[src/rtl/grid_flood_fill_top_assert.svh]
// assertion macros shared by the flood fill rtl
`ifndef GRID_FLOOD_FILL_TOP_ASSERT_SVH
`define GRID_FLOOD_FILL_TOP_ASSERT_SVH

`ifndef SYNTH
// same-cycle implication, checked on every rising edge out of reset
`define GFF_ASSERT_IMP(lbl, clk_s, rstn_s, ante, cons) \
  lbl: assert property (@(posedge clk_s) disable iff (!rstn_s) (ante) |-> (cons)) \
    else $error("grid flood fill assertion failed");
// next-cycle implication
`define GFF_ASSERT_NXT(lbl, clk_s, rstn_s, ante, cons) \
  lbl: assert property (@(posedge clk_s) disable iff (!rstn_s) (ante) |=> (cons)) \
    else $error("grid flood fill assertion failed");
`else
`define GFF_ASSERT_IMP(lbl, clk_s, rstn_s, ante, cons)
`define GFF_ASSERT_NXT(lbl, clk_s, rstn_s, ante, cons)
`endif

`endif

[src/rtl/gff_pkg.sv]
// shared constants and types for the grid flood fill block
`default_nettype none
package gff_pkg;

  // default geometry and color depth
  localparam int GRID_COLS_DEF  = 128;
  localparam int GRID_ROWS_DEF  = 32;
  localparam int COLOR_BITS_DEF = 8;

  // fixed port field widths
  localparam int REQ_W   = 2;
  localparam int POS_X_W = 7;
  localparam int POS_Y_W = 5;
  localparam int COLOR_W = 8;

  typedef logic [REQ_W-1:0] req_t;

  // request codes
  localparam req_t REQ_WRITE = 2'd0;
  localparam req_t REQ_FILL  = 2'd1;
  localparam req_t REQ_READ  = 2'd2;

  // neighbor selection codes for the address unit
  typedef logic [2:0] dir_t;
  localparam dir_t DIR_SELF  = 3'd0;
  localparam dir_t DIR_LEFT  = 3'd1;
  localparam dir_t DIR_RIGHT = 3'd2;
  localparam dir_t DIR_DOWN  = 3'd3;
  localparam dir_t DIR_UP    = 3'd4;

endpackage
`default_nettype wire

[src/rtl/gff_nbr.sv]
// shared cell address unit: neighbor step, edge check and linear address
`default_nettype none
module gff_nbr #(
  parameter int GRID_COLS = gff_pkg::GRID_COLS_DEF,
  parameter int GRID_ROWS = gff_pkg::GRID_ROWS_DEF,
  localparam int XW = $clog2(GRID_COLS),
  localparam int YW = $clog2(GRID_ROWS),
  localparam int AW = $clog2(GRID_COLS * GRID_ROWS)
) (
  input  wire logic [XW-1:0]      base_x,
  input  wire logic [YW-1:0]      base_y,
  input  wire gff_pkg::dir_t      dir,
  output logic                    nb_ok,
  output logic      [XW-1:0]      nb_x,
  output logic      [YW-1:0]      nb_y,
  output logic      [AW-1:0]      nb_addr
);

  import gff_pkg::*;

  // step one cell in the selected direction, skipping the grid edge
  always_comb begin
    nb_ok = 1'b0;
    nb_x  = base_x;
    nb_y  = base_y;
    case (dir)
      DIR_SELF: begin
        nb_ok = 1'b1;
      end
      DIR_LEFT: begin
        nb_ok = (base_x != '0);
        nb_x  = base_x - XW'(1);
      end
      DIR_RIGHT: begin
        nb_ok = (base_x != XW'(GRID_COLS - 1));
        nb_x  = base_x + XW'(1);
      end
      DIR_DOWN: begin
        nb_ok = (base_y != YW'(GRID_ROWS - 1));
        nb_y  = base_y + YW'(1);
      end
      DIR_UP: begin
        nb_ok = (base_y != '0);
        nb_y  = base_y - YW'(1);
      end
      default: begin
        nb_ok = 1'b0;
      end
    endcase
  end

  // row-major linear address, multiply by a constant
  assign nb_addr = AW'(nb_y) * AW'(GRID_COLS) + AW'(nb_x);

endmodule
`default_nettype wire
[config.mk]
export PLATFORM = sky130hd
export DESIGN_NAME = gff_nbr
export DESIGN_NICKNAME = d
export VERILOG_FILES = /design/src/rtl/grid_flood_fill_top_assert.svh /design/src/rtl/gff_pkg.sv /design/src/rtl/gff_nbr.sv
export SDC_FILE = /design/constraint.sdc
export NUM_CORES = 1
export LEC_CHECK = 0
export ABC_CLOCK_PERIOD_IN_PS = 2580
export BUFFER_PORTS_ARGS = -buffer_cell sky130_fd_sc_hd__clkbuf_2
export CAP_MARGIN = 20
export CORE_AREA = 2 2 45 47
export DETAILED_ROUTE_END_ITERATION = 8
export DIE_AREA = 0 0 47 49
export PLACE_DENSITY = 0.82
export SETUP_SLACK_MARGIN = 0.2
export SLEW_MARGIN = 10
export SYNTH_ARGS = -nofsm -noshare
export SYNTH_HDL_FRONTEND = slang
export SYNTH_SLANG_ARGS = --single-unit
[constraint.sdc]
create_clock -name vclk -period 2.58
set_input_delay 0 -clock vclk [all_inputs]
set_output_delay 0 -clock vclk [all_outputs]
set_load 0.01 [all_outputs]
**After elaboration in Yosys (flattened, before gate mapping)**

Index checks and enable logic that the tools add are counted.

- Register bits after elaboration: 0
- Word-level logic and storage cells: 17

- Add/sub/neg operators: 5
- Equality and inequality tests: 6
- Mux-type cells: 3
- Reductions and logical operators: 3

Operator list:

| kind | count |
|---|---|
| $pmux 7 s2 | 1 |
| $add 12x7->12 | 1 |
| $pmux 5 s2 | 1 |
| $add 7x1->7 const B | 1 |
| $ne 7x7->1 const B | 1 |
| $reduce_bool 7->1 | 1 |
| $sub 7x1->7 const B | 1 |
| $eq 3x2->1 const B | 2 |
| $add 5x1->5 const B | 1 |
| $ne 5x5->1 const B | 1 |
| $pmux 1 s5 | 1 |
| $reduce_bool 5->1 | 1 |
| $sub 5x1->5 const B | 1 |
| $eq 3x1->1 const B | 1 |
| $eq 3x3->1 const B | 1 |
| $logic_not 3->1 | 1 |

**Depth between registers and ports, before layout**

- Depth after elaboration: 3
- Mapped depth: 9
- Depth with buffers taken out: 7

**Worst setup path after synthesis**

Ideal clock, no wire load.

- Path kind: input to output
- From: input dir[0]
- To: output nb_x[6]
- Arrival time: 2.209 ns
- Required time: 2.580 ns
- Slack: 0.371 ns
- Stages: 9
- Path through: buf_4 clkbuf_1 or3_1 fa_1 a21o_1 a221o_1 a211o_1 nand4_1 buf_4

- Word-level cells in the longest chain between the ends: 2
- Elaborated cells between the ends (all ways): 3

Ends and longest elaborated chain:

| element | RTL line | source |
|---|---|---|
| from (decl) | gff_nbr.sv:12 | `input wire gff_pkg::dir_t dir,` |
| $eq 3x2->1 or $eq 3x1->1 (tied branches) | gff_nbr.sv:26 | `case (dir)` |
| $pmux 7 s2 * | gff_nbr.sv:26 |  |
| to (decl) | gff_nbr.sv:14 | `output logic [XW-1:0] nb_x,` |

Every way passes the cells marked *; elsewhere a longest branch is shown, timed or not.

**Final worst setup path**

- From: input dir[1]
- To: output nb_addr[6]

- Word-level cells in the longest chain between the ends: 3
- Elaborated cells between the ends (all ways): 4

Ends and longest elaborated chain:

| element | RTL line | source |
|---|---|---|
| $eq 3x2->1 or $eq 3x1->1 (tied branches) | gff_nbr.sv:26 |  |
| $pmux 7 s2 * | gff_nbr.sv:26 |  |
| $add 12x7->12 * | gff_nbr.sv:53 | `assign nb_addr = AW'(nb_y) * AW'(GRID_COLS) + AW'(nb_x);` |
| to (decl) | gff_nbr.sv:16 | `output logic [AW-1:0] nb_addr` |

Marked as above.

==> impl.org <==
** Outcome
- The run finished with clean final reports.

** Worst setup path
- Data on the critical path arrives at its endpoint at roughly 2300 ps.
- Among all stages on the critical path, the largest delay is contributed by sky130_fd_sc_hd__or3_1.
- Data on the critical path is required at its endpoint by between 2000 and 3000 ps.
- The signal on the critical path passes through clkbuf_2, inv_1, or3_1, fa_1, a21o_1, a221o_1, a211o_1, nand4_1, clkbuf_2.
- Counting stages on the worst path, the most repeated cell is sky130_fd_sc_hd__clkbuf_2.
- In this run the worst path has a maximum fanout of 10.
- Worst path top cell family by delay :: compound AO/OA/AOI/OAI gates
- The worst setup path is of the input port to output pin kind.
- Slowest cell delay on critical path :: just under 500 ps
- Worst Setup Start Kind :: input port
- STA classifies the critical path endpoint as an output pin.
- Worst path buffer plus inverter count :: 3

** Final layout
- Counting the fill cells in the layout gives about 180.
- Top library cells by usage in the layout, fill and taps aside :: sky130_fd_sc_hd__clkbuf_2 (40), sky130_fd_sc_hd__ha_1 (8), sky130_fd_sc_hd__a21oi_1 (7)
- The design has 0 sequential cells.
- Number of inserted diodes :: 0
- Utilization after layout :: 53.9%
- Area occupied by registers :: 0 um2
- Compared with the post-synthesis result, the final layout area differs by 15.2%.
- Most common library cell in the layout ignoring fill and taps :: sky130_fd_sc_hd__clkbuf_2
- Cells with a size suffix above 1 make up 36.5% of the layout.
- Area of the multi-input gates :: 726 um2
- Fin nets :: ~160
- Layout clock buffer count :: 0

** Die
- Initial Util :: approximately 47%
- Die area :: approximately 2300 um2
- Top Ports :: 40
- After floorplanning, the core was sized to cover ~1800 um2.
- Count of standard-cell rows :: 16
- Vertical die dimension :: 49 um
- X dimension of the die :: ~47 um

** Logic synthesis
- Cell area after synthesis :: 862 um2
- Per-instance average area after synthesis :: around 7.7 um2
- Summing the sequential cell areas from Yosys gives 0% of the chip area.
- Number of distinct library cell variants in the gate-level netlist after synthesis :: 42
- The Yosys step of the flow raised 0 warnings.
- Post-synth top area share :: around 12%
- Library cell occupying the most area in the post-synthesis netlist :: sky130_fd_sc_hd__buf_4
- Leading post-synthesis cells by cell area :: sky130_fd_sc_hd__buf_4 (12%), sky130_fd_sc_hd__ha_1 (12%), sky130_fd_sc_hd__a21o_1 (5.2%), sky130_fd_sc_hd__fa_1 (4.6%), sky130_fd_sc_hd__and3_1 (4.4%)
- Counting every net in the synthesized netlist gives approximately 140.
- Synthesis handed over a netlist of roughly 110 instances.

** Power
- Peak ir drop on the vdd network :: between 0.0001 and 0.00015 V
- Power density over the cells :: approximately 230 nW/um2
- Leakage power summed over all cells :: a little over 0.5 nW

** Drt
- Once detail routing completed, the nets flagged for antenna violations numbered 0.
- The routed design has around 1900 um of wire.
- For this block, the via count after detailed routing is a little over 900.
- DR DRC count :: 0
- In the final routed layout, each cell accounts on average for 11.4 um.
- In the routed layout, each cell is associated on average with a via count of between 5 and 6.
- In this run, the number of DRC markers left after iteration 0 of detailed routing was 4.
- TritonRoute pass-1 iters :: 4

** Run
- Max-cap violations in this run came to 0.

** GRT
- Global routing used a little under a fifth of the available met1 tracks.
- Met3 Use GR :: less than 1%
- Number of global-route vias before repair :: 772
- The total overflow left after global routing is 0.
- Gr busiest metal :: met2
- Global-route total usage across every layer :: 16.6%
- Entering global routing, the biggest net connects 11 pins.
- The initial antenna violation count is 0.
- Met2 track demand over resource :: roughly 33%
- The first global-routing pass estimated approximately 3100 um of wire.

** Timing
- The worst path meets setup with roughly 330 ps of slack.
- Final Hold Violating Endpoints :: 0
- Adding up every negative setup slack in the final design gives 0 ps.
- Ratio of final minimum period to clock period :: between 80 and 90%
- At the pin with the least slew margin, the transition time is 417 ps.
- The worst pin sits at a relative slew slack of between 70% and 80%.
- The number of max-slew violations in the final report is 0.
- Final setup fails :: 0
- Minimum period implied by the final worst setup slack :: about 2300 ps
- Setup repair after global routing left no endpoint under its margin.
- Static timing analysis puts the maximum clock frequency at 444 MHz.

** Placed design
- The HPWL after detailed placement is around 1600 um.
- # port buffers :: 40
- DP Worst Slack :: 337 ps
- Routability-driven placement finished with a final weighted congestion of 0.787.

** Clocking
- Number of post-CTS setup repair buffers :: 0
- Total of cells resized after clock tree synthesis :: 0
- Count of hold buffers inserted by post-cts repair :: 0

** Min path
- Classification of the worst-slack hold path :: input port to output pin
[Yosys cell counts, types with 2 or more instances]
cell and n:
sky130_fd_sc_hd__clkbuf_1 2, sky130_fd_sc_hd__nor3b_1 3, sky130_fd_sc_hd__nand2_1 4, sky130_fd_sc_hd__buf_4 14, sky130_fd_sc_hd__fa_1 2, sky130_fd_sc_hd__and3_1 6, sky130_fd_sc_hd__mux2_2 3, sky130_fd_sc_hd__a21o_1 6
sky130_fd_sc_hd__nand2b_1 2, sky130_fd_sc_hd__a21oi_1 7, sky130_fd_sc_hd__nor2_1 6, sky130_fd_sc_hd__o21ai_0 5, sky130_fd_sc_hd__nand3_1 5, sky130_fd_sc_hd__xnor2_1 4, sky130_fd_sc_hd__mux2i_1 2, sky130_fd_sc_hd__nand3b_1 2
sky130_fd_sc_hd__inv_1 5, sky130_fd_sc_hd__xor2_1 3, sky130_fd_sc_hd__ha_1 8
[area by class of cell]
cell class | instances | share of cell area, %
well taps | 27 | 3.40
multi-input cells | 90 | 73.0
inverters | 5 | 1.89
repair buffers | 42 | 21.7
[power breakdown]
part           total [mW]  switching [mW]  leakage [nW]  internal, mW
sequential              0               0             0             0
clock                   0               0             0             0
combinational       0.229           0.127         0.504         0.102
[path summary, 6_finish.rpt]
check,from,end,slack (ps),depth (start not counted)
worst max-delay path,dir[1],nb_addr[6],330,9
worst min-delay path,base_y[4],nb_addr[11],300,3
[cell families after synthesis]
| logic type | after synthesis | synth area share, % |
|---|---|---|
| and+or+nand+nor | 38 | 26.9 |
| AOI/OAI and AO/OA | 29 | 25.8 |
| buffers and inverters | 22 | 15.8 |
| adders and majority gates | 10 | 16.3 |
| xor gates and xnor gates | 8 | 9.00 |
| muxes | 5 | 6.24 |
[layer usage]
layer | vias to the layer above | wire length [um]
li1 | 460 | -
met1 | 420 | 765
met2 | 26 | 1010
met3 | 0 | 96
met4 | 0 | 0
met5 | - | 0
[metrics by stage]
step	power, mW	cells	area (um2)	hold slack [ps]
after detailed placement	0.230	164	993	303
after global routing	0.256	164	993	328
after floorplan	0.180	112	862	91.2
after CTS	0.231	164	993	303
after global placement	0.226	164	993	298
final	0.229	164	993	303
No activity file was read; power rests on OpenSTA's default activity.
