`src/rtl/grid_flood_fill_top_assert.svh`:
```
// assertion macros shared by the flood fill rtl
`ifndef GRID_FLOOD_FILL_TOP_ASSERT_SVH
`define GRID_FLOOD_FILL_TOP_ASSERT_SVH

`ifndef SYNTH
// same-cycle implication, checked on every rising edge out of reset
`define GFF_ASSERT_IMP(lbl, clk_s, rstn_s, ante, cons) \
  lbl: assert property (@(posedge clk_s) disable iff (!rstn_s) (ante) |-> (cons)) \
    else $error("grid flood fill assertion failed");
// next-cycle implication
`define GFF_ASSERT_NXT(lbl, clk_s, rstn_s, ante, cons) \
  lbl: assert property (@(posedge clk_s) disable iff (!rstn_s) (ante) |=> (cons)) \
    else $error("grid flood fill assertion failed");
`else
`define GFF_ASSERT_IMP(lbl, clk_s, rstn_s, ante, cons)
`define GFF_ASSERT_NXT(lbl, clk_s, rstn_s, ante, cons)
`endif

`endif

```
`src/rtl/gff_ram.sv`:
```
// generic single-write, single-read ram with registered read data
`default_nettype none
module gff_ram #(
  parameter int WIDTH = 8,
  parameter int DEPTH = 16,
  localparam int AW = (DEPTH > 1) ? $clog2(DEPTH) : 1
) (
  input  wire logic             clk,
  input  wire logic             we,
  input  wire logic [AW-1:0]    waddr,
  input  wire logic [WIDTH-1:0] wdata,
  input  wire logic [AW-1:0]    raddr,
  output logic      [WIDTH-1:0] rdata
);

  logic [WIDTH-1:0] mem [DEPTH];
  logic [WIDTH-1:0] rdata_r;

  // write port and registered read port
  always_ff @(posedge clk) begin
    if (we) begin
      mem[waddr] <= wdata;
    end
    rdata_r <= mem[raddr];
  end

  assign rdata = rdata_r;

endmodule
`default_nettype wire

```
`config.mk`:
```
export PLATFORM = sky130hd
export DESIGN_NAME = gff_ram
export DESIGN_NICKNAME = d
export VERILOG_FILES = /design/src/rtl/grid_flood_fill_top_assert.svh /design/src/rtl/gff_ram.sv
export SDC_FILE = /design/constraint.sdc
export NUM_CORES = 1
export LEC_CHECK = 0
export ABC_CLOCK_PERIOD_IN_PS = 5200
export BUFFER_PORTS_ARGS = -buffer_cell sky130_fd_sc_hd__buf_2
export CORE_MARGIN = 2
export CORE_UTILIZATION = 35
export CTS_CLUSTER_DIAMETER = 150
export DETAILED_ROUTE_END_ITERATION = 7
export SLEW_MARGIN = 10
export SYNTH_ARGS = -nofsm -noshare
export SYNTH_HDL_FRONTEND = slang
export SYNTH_SLANG_ARGS = --single-unit
```
`constraint.sdc`:
```
create_clock -name clk -period 5.2 [get_ports clk]
set_input_delay 1.04 -clock clk [delete_from_list [all_inputs] [get_ports clk]]
set_output_delay 1.04 -clock clk [all_outputs]
set_load 0.01 [all_outputs]
```
# --- Word level (Yosys, flattened, before mapping) ---
# Memories as Yosys holds them, arrays and structs flattened. A register that Yosys moved wholly into a read port is not among the register bits.
# Cells that the tools add are included.
classes:
  mux: 2
op_table:
  columns: ["op", "count"]
  rows:
  - ["$mux 1", 2]
word_totals:
  out_inout_bits: 8
  input_bits: 18
  ram_bits: 128
  mem_count: 1
  ff_bits: 0
  word_cells: 3
memory_table:
  columns: ["memory", "depth", "word_bits", "rd", "rd_clocked_by_memory_dff", "wr", "line", "rtl"]
  rows:
  - ["mem", 16, 8, 1, 1, 1, "gff_ram.sv:16", "logic [WIDTH-1:0] mem [DEPTH];"]

# --- Longest topological paths before layout ---
# Gate-level depths: netlist (run 1).
depth:
  word_depth: 2
  depth_mapped: 5
  ltp_nobuf: 3

# --- Worst setup path before layout (run 1) ---
# OpenSTA, ideal clock, no wires.
synth_path:
  path_type: "input -> register"
  start: "input port waddr[2]"
  end: "memory mem[0][0] (enable)"
  setup_ns: 0.383
  t_arrival_ns: 2.150
  required_ns: 4.817
  path_slack_ns: 2.667
  n_path_buf: 0
  path_stages: 2
  path_cell_list: "or3b_2 -> nor3_1"
synth_rtl:
  columns: ["item", "line", "rtl"]
  rows:
  - ["start: declaration", "gff_ram.sv:10", "input wire logic [AW-1:0] waddr,"]
  - ["end: declaration", "gff_ram.sv:16", null]
# Straight into the memory's write port.

==> impl_metrics.tcl, run 1 <==
set metrics [dict create \
    status "complete, no violations" \
    internal_power_uw 1910 \
    routed_wl_mm 9.762 \
    drv_cap 0 \
    netlist_area_mm2 0.005147 \
    clockPowerShare_pct 43.4 \
    path_clk_slew_ns 0.05 \
    h-tree-depth 4 \
    gr-total-overflow 0 \
    drtIter0Drc 226 \
    yosysSeqAreaShare_pct 77.78 \
    synthXorXnorAreaFrac_pct 0 \
    p_per_area_mw_per_mm2 399.6 \
    critPathRequiredTime_ns 5.49 \
    antenna_found_initial 0 \
    crit_family "buffers and inverters" \
    cts_buffers 17 \
    insertion_delay_ns 0.41 \
    finalHoldViolations 0 \
    cts_resized 0 \
    swShare_pct 19.59 \
    cts-root-buf "clkbuf_16" \
    fp-row-count 44 \
    cts.sink_count 136 \
    min_period_ns 2.602 \
    hp-class "flip-flop to flip-flop" \
    portBuffers 25 \
    rsz0062_at_grt "no" \
    layout_common_cells "edfxtp_1 (128), buf_2 (25), mux4_2 (18)" \
    synth_top_family_by_area "multiplexers" \
    dpl.hpwl_mm 6.432 \
    critPathBufInv 1 \
    initial_core_util_pct 35.69 \
    cp_max_fo 32 \
    fin_worst_skew_ns 0.006367 \
    cp-end-kind "flip-flop" \
    fin_crit_sh_pct 50.05 \
    seq_power_share_pct 51.9 \
    critPathKind "input pin to flip-flop" \
    muxShareOfSynthArea_pct 15.02 \
    maxSlewHeadroom_pct 28.40 \
    grt_max_degree 33 \
    worst_pin_slew_ns 1.074 \
    synth_compound_area_share_pct 2.333 \
    setup_tns_ns 0 \
    post_cts_buffers 0 \
    synth_seq_cells 136 \
    pwr-share-comb_pct 4.6 \
    p_leak_uw 0.001957 \
    track_usage_pct 13.42 \
    drc_errors 0 \
    die_x_um 125.3 \
    syn2layout_area_growth_pct 15.48 \
    cts.path.max_buffers 2 \
    syn_nets 247 \
    cp.arrival_ns 2.89 \
    fp.dieH_um 125.3 \
    fin_nets 284 \
    layout_commonest_cell "edfxtp_1" \
    grt_pass1_vias 2484 \
    p_sw_uw 465.4 \
    vias 2330 \
    synth_warnings 0 \
    cp_slowest_cell "buf_2" \
    hold_buffers 0 \
    first_pass_iters 4 \
    cpPeakStageDelay_ns 0.78 \
    startpoint_type "input pin" \
    max_freq_ghz 0.3843 \
    avgRoutedWirePerCell_um 21.22 \
    layout-drive-gt1-share_pct 25.00 \
    synthDistinctLibCells 19 \
    ant_nets 0 \
    path_cells "buf_2 -> mux4_1 -> a22oi_1 -> nand2_1" \
    core_area_mm2 0.01442 \
    synth_fa_ha_area_share_pct 0 \
    synth-simple-area-share_pct 3.184 \
    slew_violations 0 \
    ios 26 \
    n_antenna_cell 0 \
    fin_util_pct 41.21 \
    vias_per_cell 5.065 \
    gp_congestion 0.7144 \
    syn_avg_cell_area_um2 22.48 \
    dieArea_mm2 0.01569 \
    cts_tree "done" \
    grt_pass1_wl_mm 14.90 \
    vdd_drop_max_mv 0.2550 \
    synthCells 229 \
    setup_viol 0 \
]
==> worst paths after layout <==
kind	from	end	slack (ns)	depth (start not counted)
hold / removal	mem[7][1]	rdata[1]	0.66	3
setup / recovery	raddr[0]	rdata[2]	2.60	4
setup reg to reg	mem[5][2]	rdata[2]	3.86	3
hold reg to reg	mem[7][1]	rdata[1]	0.66	3
==> sequential cells by signal, indices dropped and copies added, names as in the netlist <==
signal  flops
mem       128
rdata       8
==> power by group through the flow <==
| stage | Combinational, uW | Clock (uW) | Sequential, uW |
|---|---|---|---|
| floorplan | 62.2 | 0 | 1260 |
| global placement | 110 | 0 | 1250 |
| detailed placement | 113 | 0 | 1260 |
| CTS | 113 | 1050 | 1230 |
| global route | 121 | 1090 | 1240 |
| finish | 110 | 1030 | 1230 |
==> logic make-up after synthesis <==
group / Yosys count
multiplexers: 32
AO/OA/AOI/OAI: 16
flip-flops: 136
AND/OR/NAND/NOR: 35
buffers and inverters: 10
==> layer usage <==
layer / global-route usage (%) / share of wire [%]
met5: 0 / 0
met1: 17.87 / 46
met4: 5.098 / 1.5
met2: 20.43 / 48
met3: 4.707 / 4.1
==> tightest hold or removal path: cells and delay by family (launching register included) <==
kind,cells,cell delay [ns]
AOI/OAI and AO/OA,1,0.06
DFF,1,0.31
muxes,1,0.21
and+or+nand+nor,1,0.06
==> through the flow <==
stage / cells / hold slack [ns] / setup slack, ns / instance area, um^2 / total power, uW
6_report: 460 / 0.6631 / 2.598 / 5944 / 2376
5_1_grt: 460 / 0.7287 / 2.407 / 5944 / 2447
4_1_cts: 460 / 0.6739 / 2.567 / 5944 / 2399
3_5_place_dp: 431 / 0.6624 / 2.123 / 5444 / 1369
3_3_place_gp: 431 / 0.6719 / 2.099 / 5439 / 1365
2_1_floorplan: 229 / 0.6293 / 2.667 / 5147 / 1319
==> layout make-up <==
cell class,count,area (um^2)
fillers,1274,8479
flip-flops and latches,136,4004
multi-input cells,83,1062
clock buffers,22,444.2
well taps,184,230.2
repair buffers,28,147.6
clock inverters,7,56.30
==> cell usage after synthesis <==
cell | n | area [um^2]
and2b_1 | 1 | 7.510
nand3b_1 | 2 | 15.01
nand3_1 | 1 | 5.000
and2_1 | 1 | 6.260
nor2_1 | 13 | 48.80
mux4_1 | 14 | 367.9
a22oi_1 | 16 | 120.1
nor3_1 | 4 | 20.02
buf_4 | 1 | 7.510
or3b_2 | 1 | 8.760
buf_2 | 3 | 15.01
edfxtp_1 | 128 | 3844
nand2_1 | 9 | 33.78
buf_6 | 3 | 33.78
dfxtp_1 | 8 | 160.2
nand2b_1 | 2 | 12.51
mux4_2 | 18 | 405.4
nor2b_1 | 1 | 6.260
clkdlybuf4s25_2 | 3 | 30.03
Power figures use the tool's default switching activity.
==> run 2: changes to the inputs <==
--- a/config.mk
+++ b/config.mk
@@ -5,7 +5,7 @@
 export SDC_FILE = /design/constraint.sdc
 export NUM_CORES = 1
 export LEC_CHECK = 0
-export ABC_CLOCK_PERIOD_IN_PS = 5200
+export ABC_CLOCK_PERIOD_IN_PS = 2510
 export BUFFER_PORTS_ARGS = -buffer_cell sky130_fd_sc_hd__buf_2
 export CORE_MARGIN = 2
 export CORE_UTILIZATION = 35
==> constraint.sdc (replaced) <==
create_clock -name clk -period 2.51 [get_ports clk]
set_input_delay 0.502 -clock clk [delete_from_list [all_inputs] [get_ports clk]]
set_output_delay 0.502 -clock clk [all_outputs]
set_load 0.01 [all_outputs]
==> impl_metrics.tcl, run 2 (synthesis results as in run 1) <==
set metrics [dict create \
    fp-row-count 44 \
    rsz0062_at_grt "no" \
    final_area_mm2 0.006262 \
    dpl.hpwl_mm 6.682 \
    core_area_mm2 0.01442 \
    cts_resized 0 \
    seq_power_share_pct 45.2 \
    antenna_found_initial 0 \
    layout_common_cells "edfxtp_1 (128), buf_2 (25), buf_4 (19)" \
    top_register "mem" \
    n_antenna_cell 0 \
    cts_buffers 17 \
    grt_pass1_wl_mm 16.08 \
    drv_cap 0 \
    startpoint_type "input pin" \
    cp.arrival_ns 1.84 \
    drtIter0Drc 182 \
    cts-root-buf "clkbuf_16" \
    worst_pin_slew_ns 0.8128 \
    fin_crit_sh_pct 61.81 \
    n_fill_cell 1236 \
    grt_max_degree 23 \
    cts.path.max_buffers 2 \
    fin_worst_skew_ns 0.006639 \
    layout-drive-gt1-share_pct 31.08 \
    die_x_um 125.3 \
    multi_input_area_mm2 0.001057 \
    largest_reg_flops 128 \
    hp-class "input pin to flip-flop" \
    setup_viol 0 \
    layout_commonest_cell "edfxtp_1" \
    ant_nets 0 \
    internal_power_uw 4605 \
    avgRoutedWirePerCell_um 21.85 \
    p_leak_uw 0.002127 \
    vdd_drop_max_mv 0.5298 \
    hold_buffers 0 \
    area.sequential_mm2 0.004004 \
    ios 26 \
    first_pass_iters 4 \
    p_per_area_mw_per_mm2 902.0 \
    setup_tns_ns 0 \
    slew_violations 0 \
    h-tree-depth 4 \
    power_uw 5649 \
    critPathRequiredTime_ns 2.80 \
    final_cells 480 \
    post_cts_buffers 0 \
    maxSlewHeadroom_pct 45.70 \
    clockPowerShare_pct 50.5 \
    routed_wl_mm 10.49 \
    gp_congestion 0.7022 \
    critPathKind "input pin to flip-flop" \
    cp-end-kind "flip-flop" \
    fin_util_pct 43.42 \
    max_freq_ghz 0.6446 \
    fp.dieH_um 125.3 \
    placed_cell_area_mm2 0.005579 \
    cts_tree "done" \
    dieArea_mm2 0.01569 \
    pwr-share-comb_pct 4.2 \
    drc_errors 0 \
    portBuffers 25 \
    swShare_pct 18.47 \
    initial_core_util_pct 35.69 \
    gr-total-overflow 0 \
    cp_max_fo 20 \
    path_clk_slew_ns 0.06 \
    insertion_delay_ns 0.41 \
    vias_per_cell 5.063 \
    cts.sink_count 136 \
    dp_cells 448 \
    vias 2430 \
    fin_nets 301 \
    track_usage_pct 14.44 \
    status "complete, no violations" \
    finalHoldViolations 0 \
    syn2layout_area_growth_pct 21.66 \
    p_sw_uw 1044 \
    min_period_ns 1.551 \
    grt_pass1_vias 2619 \
]
-- run 2: layout make-up --
| cell class | instances | area share [%] |
|---|---|---|
| clock buffer | 20 | 6.973 |
| clock inverter | 12 | 3.936 |
| multi-input combinational | 83 | 16.88 |
| sequential | 136 | 63.94 |
| tap | 184 | 3.676 |
| timing repair buffer | 45 | 4.595 |
-- run 2: power by group through the flow --
stage	sequential, uW	clock, uW	combinational (uW)
after global routing	2560	2990	264
after floorplan	2600	0	129
final	2560	2850	239
after CTS	2560	2890	246
after detailed placement	2600	0	246
after global placement	2600	0	241
-- run 2: worst paths after layout --
kind,start,slack [ns],endpoint,depth (start not counted)
worst max-delay path,raddr[1],0.96,rdata[2],5
worst min register to register,mem[11][2],0.68,rdata[2],3
worst min-delay path,wdata[2],0.48,mem[1][2],1
worst max register to register,mem[2][2],1.14,rdata[2],3
-- run 2: per-layer routing --
metal / vias to the layer above / global-route usage [%] / share of wire (%)
li1: 1081 / - / -
met1: 1282 / 19.88 / 44
met2: 65 / 21.93 / 49
met3: 2 / 5.477 / 6.3
met4: 0 / 3.529 / 0.25
met5: - / 0 / 0
-- run 2: per-stage QoR --
| step | hold slack [ns] | setup slack (ns) |
|---|---|---|
| global route | 0.4664 | 0.8880 |
| CTS | 0.4626 | 0.9160 |
| floorplan | 0.6009 | 0.5151 |
| detailed placement | 0.6614 | 0.5044 |
| global placement | 0.6515 | 0.5275 |
| finish | 0.4789 | 0.9586 |
-- run 2: worst max-delay path, stage by stage --
cell and delay (ns):
buf_2 0.41, buf_4 0.28, mux4_1 0.30, a22oi_1 0.26, nand2_1 0.08
